`src/hw/rtl/dsrm_pkg.sv`:
```
`default_nettype none
// ---------------------------------------------------------------------------
// dsrm_pkg
// Shared types and constants for the dot-star regex matcher: operation
// codes, special pattern bytes and the per-cell control bundle.
// ---------------------------------------------------------------------------
package dsrm_pkg;

  // default depth of the token store
  localparam int MAX_TOKENS_DEF = 32;

  // special pattern bytes
  localparam logic [7:0] STAR_BYTE = 8'h2A;
  localparam logic [7:0] ANY_BYTE  = 8'h2E;
  localparam logic [7:0] NUL_BYTE  = 8'h00;

  // operation codes carried on the input beat
  typedef enum logic [1:0] {
    OP_CLEAR  = 2'd0,
    OP_APPEND = 2'd1,
    OP_TEXT   = 2'd2,
    OP_END    = 2'd3
  } op_t;

  // control bundle from the top level to one cell
  typedef struct packed {
    logic write;     // store the symbol as a new unstarred token
    logic set_star;  // mark the token in this cell as starred
    logic step;      // advance the active position by one text byte
    logic restart;   // return the active set to the start position
  } cell_ctl_t;

endpackage : dsrm_pkg
`default_nettype wire

```
`src/hw/rtl/dsrm_cell.sv`:
```
`default_nettype none
// ---------------------------------------------------------------------------
// dsrm_cell
// One pattern position of the matcher chain: holds a token byte, its star
// mark and the active bit of its position, and hands the closure carry and
// the forward match to the next cell.
// ---------------------------------------------------------------------------
module dsrm_cell import dsrm_pkg::*; #(
  parameter bit IS_START = 1'b0
) (
  input  wire logic       clk,
  input  wire logic       rst,
  input  wire cell_ctl_t  ctl,
  input  wire logic [7:0] symbol,
  input  wire logic       in_use,
  input  wire logic       carry_in,
  input  wire logic       fwd_in,
  output logic            closed,
  output logic            carry_out,
  output logic            fwd_out,
  output logic            starred
);

  logic [7:0] token_byte;
  logic       act;
  logic       act_next;
  logic       hit;

  // closure: active here, or reached by skipping starred tokens before
  assign closed    = act | carry_in;
  assign carry_out = closed & starred & in_use;

  // byte compare against the current text beat
  assign hit     = in_use & closed & ((token_byte == ANY_BYTE) || (token_byte == symbol));
  assign fwd_out = hit & ~starred;

  // a starred token loops onto itself, a plain one moves forward
  assign act_next = (hit & starred) | fwd_in;

  // active position bit
  always_ff @(posedge clk) begin
    if (rst) begin
      act <= IS_START;
    end else if (ctl.restart) begin
      act <= IS_START;
    end else if (ctl.step) begin
      act <= act_next;
    end
  end

  // token store entry
  always_ff @(posedge clk) begin
    if (ctl.write) begin
      token_byte <= symbol;
      starred    <= 1'b0;
    end else if (ctl.set_star) begin
      starred <= 1'b1;
    end
  end

endmodule : dsrm_cell
`default_nettype wire

```
`src/hw/rtl/dot_star_regex_matcher.sv`:
```
`default_nettype none
// ---------------------------------------------------------------------------
// dot_star_regex_matcher
// Anchored whole-string matcher for literal bytes, '.' and '*', built as a
// chain of token cells that track the active pattern positions.
// ---------------------------------------------------------------------------
// Usage:
//   Input channel (in_valid/in_ready) carries operation and symbol. Clear
//   empties the pattern, append adds a pattern byte, text advances the
//   active positions by one byte, end of text produces one result beat.
//   Zero symbols on append and text are dropped.
//   Output channel (out_valid/out_ready) carries matched and
//   pattern_overflow, one beat per end of text.
//   A new beat is taken every cycle unless input stalls (below). The
//   result is in the output register in the cycle after the end beat is
//   taken. The closure over starred tokens ripples combinationally through
//   all MAX_TOKENS cells, like a carry chain, which sets the clock.
//   While a result waits for out_ready, in_ready stays high only if the
//   waiting result is taken in the same cycle; otherwise input stalls.
//   Reset empties the pattern, clears the overflow flag and sets only the
//   start position active; no clearing pass is needed.
// ---------------------------------------------------------------------------
module dot_star_regex_matcher import dsrm_pkg::*; #(
  parameter int MAX_TOKENS = MAX_TOKENS_DEF
) (
  input  wire logic       clk,
  input  wire logic       rst,
  input  wire logic       in_valid,
  output logic            in_ready,
  input  wire logic [1:0] operation,
  input  wire logic [7:0] symbol,
  output logic            out_valid,
  input  wire logic       out_ready,
  output logic            matched,
  output logic            pattern_overflow
);

  localparam int CW = $clog2(MAX_TOKENS + 1);

  op_t                 op;
  logic                accept;
  logic                sym_nz;
  logic                do_clear;
  logic                do_append;
  logic                do_text;
  logic                do_end;
  logic                restart;
  logic                prev_starred;
  logic                star_case;
  logic                full;
  logic                hit;

  logic [CW-1:0]       count;
  logic                ovf;
  logic                tail;

  cell_ctl_t           ctl   [MAX_TOKENS];
  logic [MAX_TOKENS:0] carry;
  logic [MAX_TOKENS:0] fwd;
  logic [MAX_TOKENS:0] closed_pos;
  logic [MAX_TOKENS:0] pos_sel;
  logic [MAX_TOKENS-1:0] in_use;
  logic [MAX_TOKENS-1:0] star_sel;
  logic [MAX_TOKENS-1:0] starred_vec;

  // handshake: the output register frees up when its beat is taken
  assign in_ready = ~out_valid | out_ready;
  assign accept   = in_valid & in_ready;
  assign op       = op_t'(operation);
  assign sym_nz   = (symbol != NUL_BYTE);

  // operation decode
  always_comb begin
    do_clear  = 1'b0;
    do_append = 1'b0;
    do_text   = 1'b0;
    do_end    = 1'b0;
    unique case (op)
      OP_CLEAR:  do_clear  = accept;
      OP_APPEND: do_append = accept & sym_nz;
      OP_TEXT:   do_text   = accept & sym_nz;
      OP_END:    do_end    = accept;
      default:   do_end    = 1'b0;
    endcase
  end

  assign restart = do_clear | do_append | do_end;

  // per-position selects derived from the token count
  always_comb begin
    for (int i = 0; i <= MAX_TOKENS; i++) begin
      pos_sel[i] = (count == CW'(i));
    end
    for (int i = 0; i < MAX_TOKENS; i++) begin
      in_use[i]   = (CW'(i) < count);
      star_sel[i] = (count == CW'(i + 1));
    end
  end

  // star handling: stars the last token unless it is already starred
  assign prev_starred = |(star_sel & starred_vec);
  assign star_case    = (symbol == STAR_BYTE) && (count != '0) && !prev_starred;
  assign full         = (count == CW'(MAX_TOKENS));

  // control bundles for the cells
  always_comb begin
    for (int i = 0; i < MAX_TOKENS; i++) begin
      ctl[i].write    = do_append & ~star_case & pos_sel[i];
      ctl[i].set_star = do_append & star_case & star_sel[i];
      ctl[i].step     = do_text;
      ctl[i].restart  = restart;
    end
  end

  // cell chain
  assign carry[0] = 1'b0;
  assign fwd[0]   = 1'b0;

  for (genvar g = 0; g < MAX_TOKENS; g++) begin : g_cell
    dsrm_cell #(
      .IS_START (g == 0)
    ) u_cell (
      .clk       (clk),
      .rst       (rst),
      .ctl       (ctl[g]),
      .symbol    (symbol),
      .in_use    (in_use[g]),
      .carry_in  (carry[g]),
      .fwd_in    (fwd[g]),
      .closed    (closed_pos[g]),
      .carry_out (carry[g+1]),
      .fwd_out   (fwd[g+1]),
      .starred   (starred_vec[g])
    );
  end

  // final position past the last cell
  assign closed_pos[MAX_TOKENS] = tail | carry[MAX_TOKENS];
  assign hit = |(closed_pos & pos_sel);

  always_ff @(posedge clk) begin
    if (rst) begin
      tail <= 1'b0;
    end else if (restart) begin
      tail <= 1'b0;
    end else if (do_text) begin
      tail <= fwd[MAX_TOKENS];
    end
  end

  // token count and overflow flag
  always_ff @(posedge clk) begin
    if (rst) begin
      count <= '0;
      ovf   <= 1'b0;
    end else if (do_clear) begin
      count <= '0;
      ovf   <= 1'b0;
    end else if (do_append && !star_case) begin
      if (full) begin
        ovf <= 1'b1;
      end else begin
        count <= count + CW'(1);
      end
    end
  end

  // result register
  always_ff @(posedge clk) begin
    if (rst) begin
      out_valid <= 1'b0;
    end else if (do_end) begin
      out_valid <= 1'b1;
    end else if (out_ready) begin
      out_valid <= 1'b0;
    end
  end

  always_ff @(posedge clk) begin
    if (do_end) begin
      matched          <= hit & ~ovf;
      pattern_overflow <= ovf;
    end
  end

`ifndef SYNTHESIS
  // an overflowed pattern never reports a match
  a_no_match_on_ovf: assert property (@(posedge clk) disable iff (rst)
    out_valid |-> !(matched && pattern_overflow))
    else $error("match reported with overflowed pattern");

  // the token count stays within the store
  a_count_range: assert property (@(posedge clk) disable iff (rst)
    count <= CW'(MAX_TOKENS))
    else $error("token count beyond store depth");

  // an end beat always loads a result beat
  a_end_gives_result: assert property (@(posedge clk) disable iff (rst)
    do_end |=> out_valid)
    else $error("end of text lost its result");

  // clear empties the pattern and the overflow flag
  a_clear_empties: assert property (@(posedge clk) disable iff (rst)
    do_clear |=> (count == '0) && !ovf && !tail)
    else $error("clear left pattern state behind");
`endif

endmodule : dot_star_regex_matcher
`default_nettype wire

```
`config.mk`:
```
export PLATFORM = sky130hd
export DESIGN_NAME = dot_star_regex_matcher
export DESIGN_NICKNAME = d
export VERILOG_FILES = /design/src/hw/rtl/dsrm_pkg.sv /design/src/hw/rtl/dsrm_cell.sv /design/src/hw/rtl/dot_star_regex_matcher.sv
export SDC_FILE = /design/constraint.sdc
export NUM_CORES = 1
export LEC_CHECK = 0
export BUFFER_PORTS_ARGS = -buffer_cell sky130_fd_sc_hd__buf_4
export CAP_MARGIN = 40
export CORE_MARGIN = 2
export CORE_UTILIZATION = 46
export DETAILED_ROUTE_END_ITERATION = 6
export PLACE_DENSITY = 0.66
export SLEW_MARGIN = 20
export SYNTH_ARGS = -nofsm -noshare
export SYNTH_HDL_FRONTEND = slang
export SYNTH_SLANG_ARGS = --single-unit
```
`constraint.sdc`:
```
create_clock -name clk -period 4.3 [get_ports clk]
set_input_delay 0.215 -clock clk [delete_from_list [all_inputs] [get_ports clk]]
set_output_delay 0.215 -clock clk [all_outputs]
set_load 0.01 [all_outputs]
```
After elaboration in Yosys (flattened, before gate mapping)
Index checks and enable logic that the tools add are counted.

Register bits after elaboration: 331. Input bits: 14. Output and inout bits: 4. Logic and storage cells: 654.

Add/sub/neg operators: 1. $lt $le $gt $ge: 32. Equal/unequal tests: 100. Multiplexer cells: 6. Bitwise gates (word level): 365. Reductions and logical operators: 48.

Operators by type and width (number): $eq 8x6->1 const B (33); $and 1x1->1 (261); $eq 8x8->1 (32); $eq 6x5->1 const B (16); $lt 5x6->1 const A (16); $or 1x1->1 (66); $eq 6x4->1 const B (8); $lt 4x6->1 const A (8); $not 1->1 (36); $and 33x33->33 (1); $reduce_or 33->1 (1); $and 32x32->32 (1); $logic_or 1x1->1 (32); $reduce_or 32->1 (1); $eq 6x3->1 const B (4); $lt 3x6->1 const A (4); $eq 6x2->1 const B (2); $lt 1x6->1 const A (2); $lt 2x6->1 const A (2); $reduce_bool 8->1 (1); $add 6x1->6 const B (1); $eq 6x1->1 const B (1); $eq 6x6->1 const B (1); $logic_not 6->1 (1); 10 further kinds (21).

Longest topological paths before layout
Gate-level depths: netlist (run 1).

Depth in word-level cells: 99. Gate-level depth with buffers: 15. Gate-level depth less buffers: 12.

Modules after synthesis
From an unflattened synthesis (run 1), not the netlist that was laid out.

Cell total of the unflattened synthesis: 1447. Area total of the unflattened synthesis: 16469.5 um^2.

By module, submodules not included: dsrm_cell at g_cell[10].u_cell ... (instances 31, cells an instance 35, area an instance 445.4 um^2, seq. area each 280.3 um^2); dot_star_regex_matcher (instances 1, cells an instance 327, area an instance 2208.4 um^2, seq. area each 240.2 um^2); dsrm_cell at g_cell[0].u_cell (instances 1, cells an instance 35, area an instance 452.9 um^2, seq. area each 280.3 um^2).

Worst setup path before layout (run 1)
OpenSTA, ideal clock, no wires.

Path kind: register -> register. Start point: reg count[0]. End point: reg g_cell[29].u_cell.token_byte[0] (enable). Setup time: 0.386 ns. Arrival time: 2.675 ns. Data required time: 3.914 ns. Slack: 1.239 ns. Cell stages (with the launch flop): 13. Path buffers: 3. Period minus slack after synthesis: 3.061 ns. Path through: dfxtp_1 > inv_1 > ha_1 > clkbuf_1 > clkbuf_1 > and2_1 > nand2_1 > nand3_1 > nor3_1 > nand4_1 > nand2b_1 > clkbuf_1 > nor3_1.

RTL lines: start: declaration (RTL line dot_star_regex_matcher.sv:53) `logic [CW-1:0] count;`; start signal: assignment (RTL line dot_star_regex_matcher.sv:163) `count <= count + CW'(1);`; end signal: assignment (RTL line dsrm_cell.sv:54) `token_byte <= symbol;`; end: declaration (RTL line dsrm_cell.sv:24) `logic [7:0] token_byte;`.

Worst setup path in the final report (run 1)
Start point: reg count[0]. End point: reg matched (data pin).

Cells in the longest elaborated chain, start to end: 99. Elaborated cells between the ends (all ways): 163. Classes of those cells: 32 x order compare; 32 x eq/ne; 97 x bitwise; 2 x reduce/logical.

RTL lines: $lt 1x6->1 (RTL line dot_star_regex_matcher.sv:95) `in_use[i] = (CW'(i) < count);`; $and 1x1->1 (RTL line dsrm_cell.sv:31) `assign carry_out = closed & starred & in_use;`; $or 1x1->1 (RTL line dsrm_cell.sv:30) `assign closed = act | carry_in;`; $and 1x1->1 (2 in a row) (RTL line dsrm_cell.sv:31); $or 1x1->1 (RTL line dsrm_cell.sv:30); $and 1x1->1 (2 in a row) (RTL line dsrm_cell.sv:31); $or 1x1->1 (RTL line dsrm_cell.sv:30); $and 1x1->1 (2 in a row) (RTL line dsrm_cell.sv:31); [78 not listed]; $or 1x1->1 (RTL line dsrm_cell.sv:30); $and 1x1->1 (2 in a row) (RTL line dsrm_cell.sv:31); $or 1x1->1 (RTL line dsrm_cell.sv:30); $and 1x1->1 (2 in a row) (RTL line dsrm_cell.sv:31); $or 1x1->1 (RTL line dot_star_regex_matcher.sv:138) `assign closed_pos[MAX_TOKENS] = tail | carry[MAX_TOKENS];`; $and 33x33->33 (*) (RTL line dot_star_regex_matcher.sv:139) `assign hit = |(closed_pos & pos_sel);`; $reduce_or 33->1 (*) (RTL line dot_star_regex_matcher.sv:139); $and 1x1->1 (*) (RTL line dot_star_regex_matcher.sv:181) `matched <= hit & ~ovf;`; end signal: assignment (RTL line dot_star_regex_matcher.sv:181); end: declaration (RTL line dot_star_regex_matcher.sv:34) `output logic matched,`.

Mark *: on every way between the ends. The rest lies on a longest branch, timed or not. A chain may end at the register's enable or synchronous reset.

==> results of run 1 <==
==> layout by cell type (no fill, tap or decap), types with 10 or more instances in the layout <==
cell,n
a211oi_1,18
a21oi_1,85
a31oi_1,18
and2_1,22
and3_1,21
buf_4,69
clkbuf_1,10
clkbuf_16,40
dfxtp_1,73
edfxtp_1,258
inv_1,30
nand2_1,54
nand2b_1,22
nand3_1,36
nand4_1,66
nand4b_1,18
nor2_1,120
nor2b_1,23
nor3_1,31
nor4_1,49
nor4b_1,16
o21ai_0,36
o21ai_1,11
xnor2_1,146
xor2_1,113
==> through the flow <==
stage                util  hold WS [ns]  cells  setup slack, ns  power, uW
floorplan               -         0.284   1492             1.24       3770
global placement    0.490         0.387   1946            0.709       3900
detailed placement  0.491         0.390   1948            0.614       3910
CTS                 0.524        0.0456   2011            0.593       6850
global route        0.524        0.0735   2012            0.304       7010
finish              0.524        0.0592   2012            0.501       6800
==> flip-flops by register name, indices dropped and copies added, names as in the netlist <==
name and flops:
matched 1, count 6, tail 1, g_cell.u_cell.act 32, ovf 1, g_cell.u_cell.token_byte 256, out_valid 1, g_cell.u_cell.starred 32
pattern_overflow 1
==> final cells by class <==
class | count | area share
inverter | 32 | 0.00643
sequential | 331 | 0.493
tap | 461 | 0.0309
timing repair buffer | 73 | 0.0309
multi-input combinational | 1053 | 0.378
clock inverter | 10 | 0.00408
clock buffer | 52 | 0.0570
==> cells by family (layout without fill, tap and decap cells) <==
kind of cell / after synthesis / in the layout / synth area share
mux: 4 / 4 / 0.00247
xor+xnor: 259 / 259 / 0.136
compound gates: 266 / 266 / 0.107
flops: 331 / 331 / 0.551
fa+ha+maj: 3 / 3 / 0.00225
buf+inv: 108 / 167 / 0.0272
simple gates: 521 / 521 / 0.174
==> worst min path at each step <==
| stage | start | endpoint | cells past startpoint |
|---|---|---|---|
| 3_5_place_dp | rst | out_valid | 2 |
| 4_1_cts | operation[1] | out_valid | 3 |
| 5_1_grt | operation[1] | out_valid | 3 |
| 2_1_floorplan | rst | out_valid | 1 |
| 3_3_place_gp | rst | out_valid | 2 |
| 6_report | operation[1] | out_valid | 3 |
==> metal layers <==
| metal | routed length, um | vias to the layer above | GRT usage |
|---|---|---|---|
| li1 | - | 5639 | - |
| met2 | 19400 | 403 | 0.365 |
| met1 | 18900 | 5886 | 0.301 |
| met5 | 0 | - | 0 |
| met3 | 2550 | 97 | 0.0347 |
| met4 | 1390 | 0 | 0.0781 |
==> power breakdown <==
group / internal [uW] / switching (uW) / total, uW
logic: 129 / 236 / 365
registers: 3460 / 17.1 / 3480
clock network: 1780 / 1180 / 2950
==> critical path, delay by kind of cell, from the launching register on <==
| kind | cells | cell delay [ns] |
|---|---|---|
| buffers and inverters | 1 | 0.17 |
| adder cells (fa/ha/maj) | 1 | 0.37 |
| flip-flops | 1 | 0.47 |
| AND/OR/NAND/NOR | 3 | 0.96 |
| AO/OA/AOI/OAI | 7 | 1.66 |
==> qor.txt, run 1 <==
Status -> finished, final reports clean
First-pass GRT wire length -> 66400 um
EDFF count, synth -> 258
Most numerous cell in the Yosys netlist -> edfxtp_1
Mapped Cells -> 1492
Register area -> 0.00921 mm2
Slew margin rel. -> 0.432
# clock sinks -> 331
Vias in the first global route -> 11975
Critical Path Sink -> matched
Number of cells on the worst reg-to-reg path -> 12
Crit-path most repeated cell -> a31oi_1
Die ar. -> 0.0378 mm2
Prevailing post-synth register cell -> edfxtp_1
Worst Setup SP -> count[0]
Post-CTS Setup Bufs -> 0
Port bufs -> 17
CTS tree -> done
Critical R2R Launch -> count[0]
Multi-input gate area -> 0.00706 mm2
Final setup fails -> 0
Routed WL per cell -> 21.0 um
Worst clock skew -> 0.0131 ns
Setup slack, reg-to-reg -> 0.50 ns
GRT Total Usage -> 0.222
Final period utilization -> 0.884
Total gr overflow -> 0
Area grow syn2layout -> 11.9%
Crit-path max FO -> 9
Top post-synthesis cells by area -> edfxtp_1 46%, dfxtp_1 8.8%, xnor2_1 7.7%
Post-synth ARST share -> 0
Critical path endpoint category -> flip-flop
Placed inst area -> 0.0175 mm2
Yosys top cell area share -> 0.464
Resize count post-CTS -> 0
Via count of the routed design -> 12025
Layout cells sized above 1 -> 0.0967
H-tree depth reported by CTS -> 2
Ant. Diodes -> 0
Leak -> 0.00603 uW
Synthesized netlist net count -> 1509
Largest net degree at the start of global routing -> 37
Seq/Total Area, Yosys -> 0.551
Starting Density -> 0.468
Clk_lat worst skew -> 0.52 ns
Die Y -> 195 um
CTS max path bufs -> 3
Vias per cell -> 5.98
Reg-to-reg endpoint -> matched
Rows -> 69
Tightest Pin Transition -> 0.851 ns
Final hold violation count -> 0
Pwr per Cell Area -> 364 mW/mm2
GPL Wtd Cong -> 1.01
Setup TNS -> 0 ns
Crit path cell chain -> inv_1 -> ha_1 -> nor2b_1 -> o21a_1 -> o211a_1 -> o31ai_2 -> a21oi_1 -> or4_1 -> o2111ai_1 -> nand3b_1 -> a31oi_1 -> a31oi_1
Synth cell count leaders -> 258 x edfxtp_1, 146 x xnor2_1, 121 x nor2_1, 113 x xor2_1, 85 x a21oi_1
Root Driver -> clkbuf_16
# hold bufs at CTS -> 1
CTS Buf Count -> 34
Worst Hold Class -> input port to flip-flop
Startpoint Class -> flip-flop
Finished Cell Area -> 0.0187 mm2
Max-cap violations -> 0
Req. time, crit path -> 4.66 ns
DIE WIDTH -> 195 um
Critical path class -> flip-flop to flip-flop
Top-Level Pins -> 18
Drt first pass iters -> 5
Critical Path AT -> 4.16 ns
RSZ-0062 raised after global routing -> no
Critical Path Slowest Stage Cell -> or4_1
Slew Viols, Final -> 0
Synthesis-stage register bit count -> 331
Post-DP HPWL -> 29300 um
Core Area -> 0.0357 mm2
Reg clk slew, reported paths -> 0.07 ns
Drt total wl -> 42200 um
Nets -> 1542
Worst path max stage delay -> 0.62 ns
Initial antenna violation count -> 0
Maximum clock frequency -> 263 MHz
VDD IR-drop max -> 0.343 mV
Avg Inst Size Synth -> 11.2 um2
Crit path time final -> 3.80 ns
FILL cells -> 3059
Area leader, netlist -> edfxtp_1
Synth cell types -> 87
Post-Syn Area -> 0.0167 mm2
DRT antenna net count -> 0
Residual DRC count -> 0
Number of DRC markers in iteration 0 -> 962
Synth warn -> 0
(Power assumes the default switching activity.)
==> run 2: changes to the inputs <==
--- a/config.mk
+++ b/config.mk
@@ -14,4 +14,5 @@
 export SLEW_MARGIN = 20
 export SYNTH_ARGS = -nofsm -noshare
 export SYNTH_HDL_FRONTEND = slang
+export SYNTH_HIERARCHICAL = 1
 export SYNTH_SLANG_ARGS = --single-unit
==> run 2 against run 1 <==
The flow now finishes with violations (setup timing); worst hold slack got worse by 0.023 ns; first-iteration DRC count rose by 2.6%; via count rose by 2.2%; combinational power rose by 4%; routed wire length up 4.2%; cell count grew 8.4%; flip-flop and latch count unchanged; synthesized cell count is 3.0% lower; clock-buffer cell count is 10 lower; largest cell class unchanged; highest routed layer unchanged.
==> qor.txt, run 2 <==
Worst Hold Class -> input port to flip-flop
VDD IR-drop max -> 0.647 mV (+89%)
Setup WS pre-CTS -> -7.94 ns (-8.55 ns)
Seq/Total Area, Yosys -> 0.559 (+0.00767)
Die Y -> 193 um (-0.68%)
CTS max path bufs -> 3 (unchanged)
Reg-to-reg endpoint -> matched
Hold wc startpoint -> operation[1]
Synth cell types -> 69 (-21%)
Prevailing post-synth register cell -> edfxtp_1
Root Driver -> clkbuf_16
Leak -> 0.00785 uW (+30%)
Top-Level Pins -> 18 (unchanged)
FILL cells -> 2906 (-5.0%)
Via count of the routed design -> 12294 (+2.2%)
Post-Syn Area -> 0.0165 mm2 (-1.4%)
Pwr per Cell Area -> 351 mW/mm2 (-3.6%)
Commonest non-fill, non-tap cell in the layout -> edfxtp_1
Regs by FF count -> g_cell.u_cell/token_byte (256), g_cell.u_cell/act (32), g_cell.u_cell/starred (32)
First-pass GRT wire length -> 67700 um (+1.9%)
Maximum clock frequency -> 82.1 MHz (-69%)
DIE WIDTH -> 193 um (-0.68%)
Critical R2R Launch -> count[1]
Crit-path max FO -> 2 (-7)
Critical path endpoint category -> flip-flop
Worst path max stage delay -> 0.32 ns (-0.30 ns)
Avg Inst Size Synth -> 11.4 um2 (+1.7%)
Starting Density -> 0.465 (-0.00304)
Crit-path most repeated cell -> or2_4
GPL Wtd Cong -> 0.950 (-6.2%)
# clock sinks -> 331 (unchanged)
Rows -> 69 (unchanged)
Nets -> 1712 (+11%)
Vias per cell -> 5.64 (-5.7%)
Req. time, crit path -> 4.55 ns (-0.11 ns)
Max FFs per register -> 256 (unchanged)
Top post-synthesis cells by area -> edfxtp_1 47%, xor2_1 14%, dfxtp_1 8.9%
Final hold violation count -> 0 (unchanged)
CTS Buf Count -> 36 (+5.9%)
Slew Viols, Final -> 0 (unchanged)
Synth warn -> 6 (+6)
Drt total wl -> 44000 um (+4.2%)
Critical Path AT -> 12.43 ns (+8.27 ns)
Ant. Diodes -> 0 (unchanged)
CTS tree -> done
Critical Path Slowest Stage Cell -> dfxtp_2
Synth cell count leaders -> 258 x edfxtp_1, 256 x xor2_1, 176 x nor2_1, 100 x nor4_1
Final core occ -> 0.578 (+0.0539)
Synthesis-stage register bit count -> 331 (unchanged)
Crit path time final -> 12.18 ns (+8.38 ns)
Final setup fails -> 25 (+25)
Routed WL per cell -> 20.2 um (-3.9%)
Mapped Cells -> 1447 (-3.0%)
Hold path endpoint -> out_valid
Number of cells on the worst reg-to-reg path -> 103 (+91)
Setup slack, reg-to-reg -> -7.88 ns (-8.38 ns)
EDFF count, synth -> 258 (unchanged)
Layout cells sized above 1 -> 0.250 (+0.153)
Max-cap violations -> 0 (unchanged)
Most numerous cell in the Yosys netlist -> edfxtp_1
Drt first pass iters -> 5 (unchanged)
Slew margin rel. -> 0.415 (-0.0164)
Placed inst area -> 0.0187 mm2 (+6.5%)
Worst hold stages -> 3 (unchanged)
Residual DRC count -> 0 (unchanged)
# hold bufs at CTS -> 0 (-1)
DRT antenna net count -> 0 (unchanged)
Worst setup margin -> -7.88 ns (-8.38 ns)
Clk_lat worst skew -> 0.52 ns (about the same)
Initial antenna violation count -> 1 (+1)
Area grow syn2layout -> 24.2%
Largest net degree at the start of global routing -> 44 (+19%)
Post-route worst hold slack -> 0.0357 ns (-0.0234 ns)
Final period utilization -> 2.83 (+1.95)
H-tree depth reported by CTS -> 2 (unchanged)
Total gr overflow -> 0 (unchanged)
Area leader, netlist -> edfxtp_1
Die ar. -> 0.0373 mm2 (-1.3%)
Most frequent cells in the layout -> 258 x edfxtp_1, 256 x xor2_1, 225 x buf_4
Largest reg by FF count -> g_cell.u_cell/token_byte
Startpoint Class -> flip-flop
Post-DP HPWL -> 29900 um (+2.3%)
Critical path class -> flip-flop to flip-flop
RSZ-0062 raised after global routing -> yes
Vias in the first global route -> 12175 (+1.7%)
Reg clk slew, reported paths -> 0.07 ns (about the same)
Finished Cell Area -> 0.0205 mm2 (+9.5%)
GRT Total Usage -> 0.229 (+0.00686)
Status -> complete, but fails checks
Yosys top cell area share -> 0.470 (+0.00645)
Tightest Pin Transition -> 0.874 ns (+0.0229 ns)
Number of DRC markers in iteration 0 -> 987 (+2.6%)
Worst clock skew -> 0.0259 ns (+0.0128 ns)
Failing checks -> setup timing
Core Area -> 0.0354 mm2 (-0.73%)
Post-synth ARST share -> 0 (unchanged)
Port bufs -> 17 (unchanged)
## run 2: cell count changes after synthesis, moves of 23 or more
cell	change
clkbuf_1	-35
inv_1	+43
xnor2_1	-146
or2_2	+32
nor3_1	+23
o21ai_0	-30
nand4_1	-58
o311ai_1	+28
o211a_1	+28
xor2_1	+143
a21oi_1	-44
nor4_1	+50
nor2_1	+55
## run 2: logic make-up after synthesis
| group | share of synthesized area |
|---|---|
| AO/OA/AOI/OAI | 0.0747 |
| XOR/XNOR | 0.136 |
| adder cells (fa/ha/maj) | 0.00304 |
| buffers and inverters | 0.0276 |
| flip-flops | 0.559 |
| multiplexers | 0.00775 |
| other | 0.000228 |
| AND/OR/NAND/NOR | 0.191 |
## run 2: timing repair
| item | in CTS | in global routing |
|---|---|---|
| pin swaps | 5 | 13 |
| setup buffers | 2 | 31 |
| resized for setup | 7 | 58 |
| setup endpoints to repair | 25 | 26 |
## run 2: area by class of cell
cell class	count	area, um2	area share
sequential	331	9210	0.450
multi-input combinational	1012	7300	0.357
timing repair buffer	240	1810	0.0885
clock buffer	42	945	0.0462
tap	461	577	0.0282
clock inverter	22	335	0.0164
inverter	73	277	0.0135
## run 2: how the worst max path moves through the flow
stage / to / cells after the start / from / slack [ns]
after global placement: matched / 103 / count[0] / -7.66
after floorplan: matched / 105 / count[0] / -7.82
after global routing: matched / 103 / count[1] / -8.37
after detailed placement: matched / 103 / count[0] / -7.94
final: matched / 103 / count[1] / -7.88
after CTS: matched / 103 / count[0] / -7.93
## run 2: report_power, final
| part | internal (uW) | switching [uW] | total (uW) |
|---|---|---|---|
| Clock | 2110 | 1220 | 3330 |
| Combinational | 132 | 247 | 379 |
| Sequential | 3460 | 8.65 | 3470 |
## run 2: per-layer routing
layer / up-vias / part of all wire / GRT usage
met5: - / 0 / 0
met4: 0 / 0.033 / 0.0792
met3: 90 / 0.052 / 0.0288
met2: 360 / 0.48 / 0.383
met1: 6071 / 0.44 / 0.310
li1: 5773 / - / -
## run 2: metrics by stage
stage	setup TNS [ns]	cells	total power, uW
after floorplan	-103.58	1448	3690
after global placement	-99.12	2078	3890
after detailed placement	-103.26	2088	3900
after CTS	-102.83	2154	7210
after global routing	-111.38	2181	7370
final	-103.54	2181	7180
## run 2: critical path, delay by kind of cell, from the launching register on
kind,cells,cell delay (ns)
simple gates,96,10.78
fa+ha+maj,1,0.13
buf+inv,2,0.10
flops,1,0.32
compound gates,4,0.54
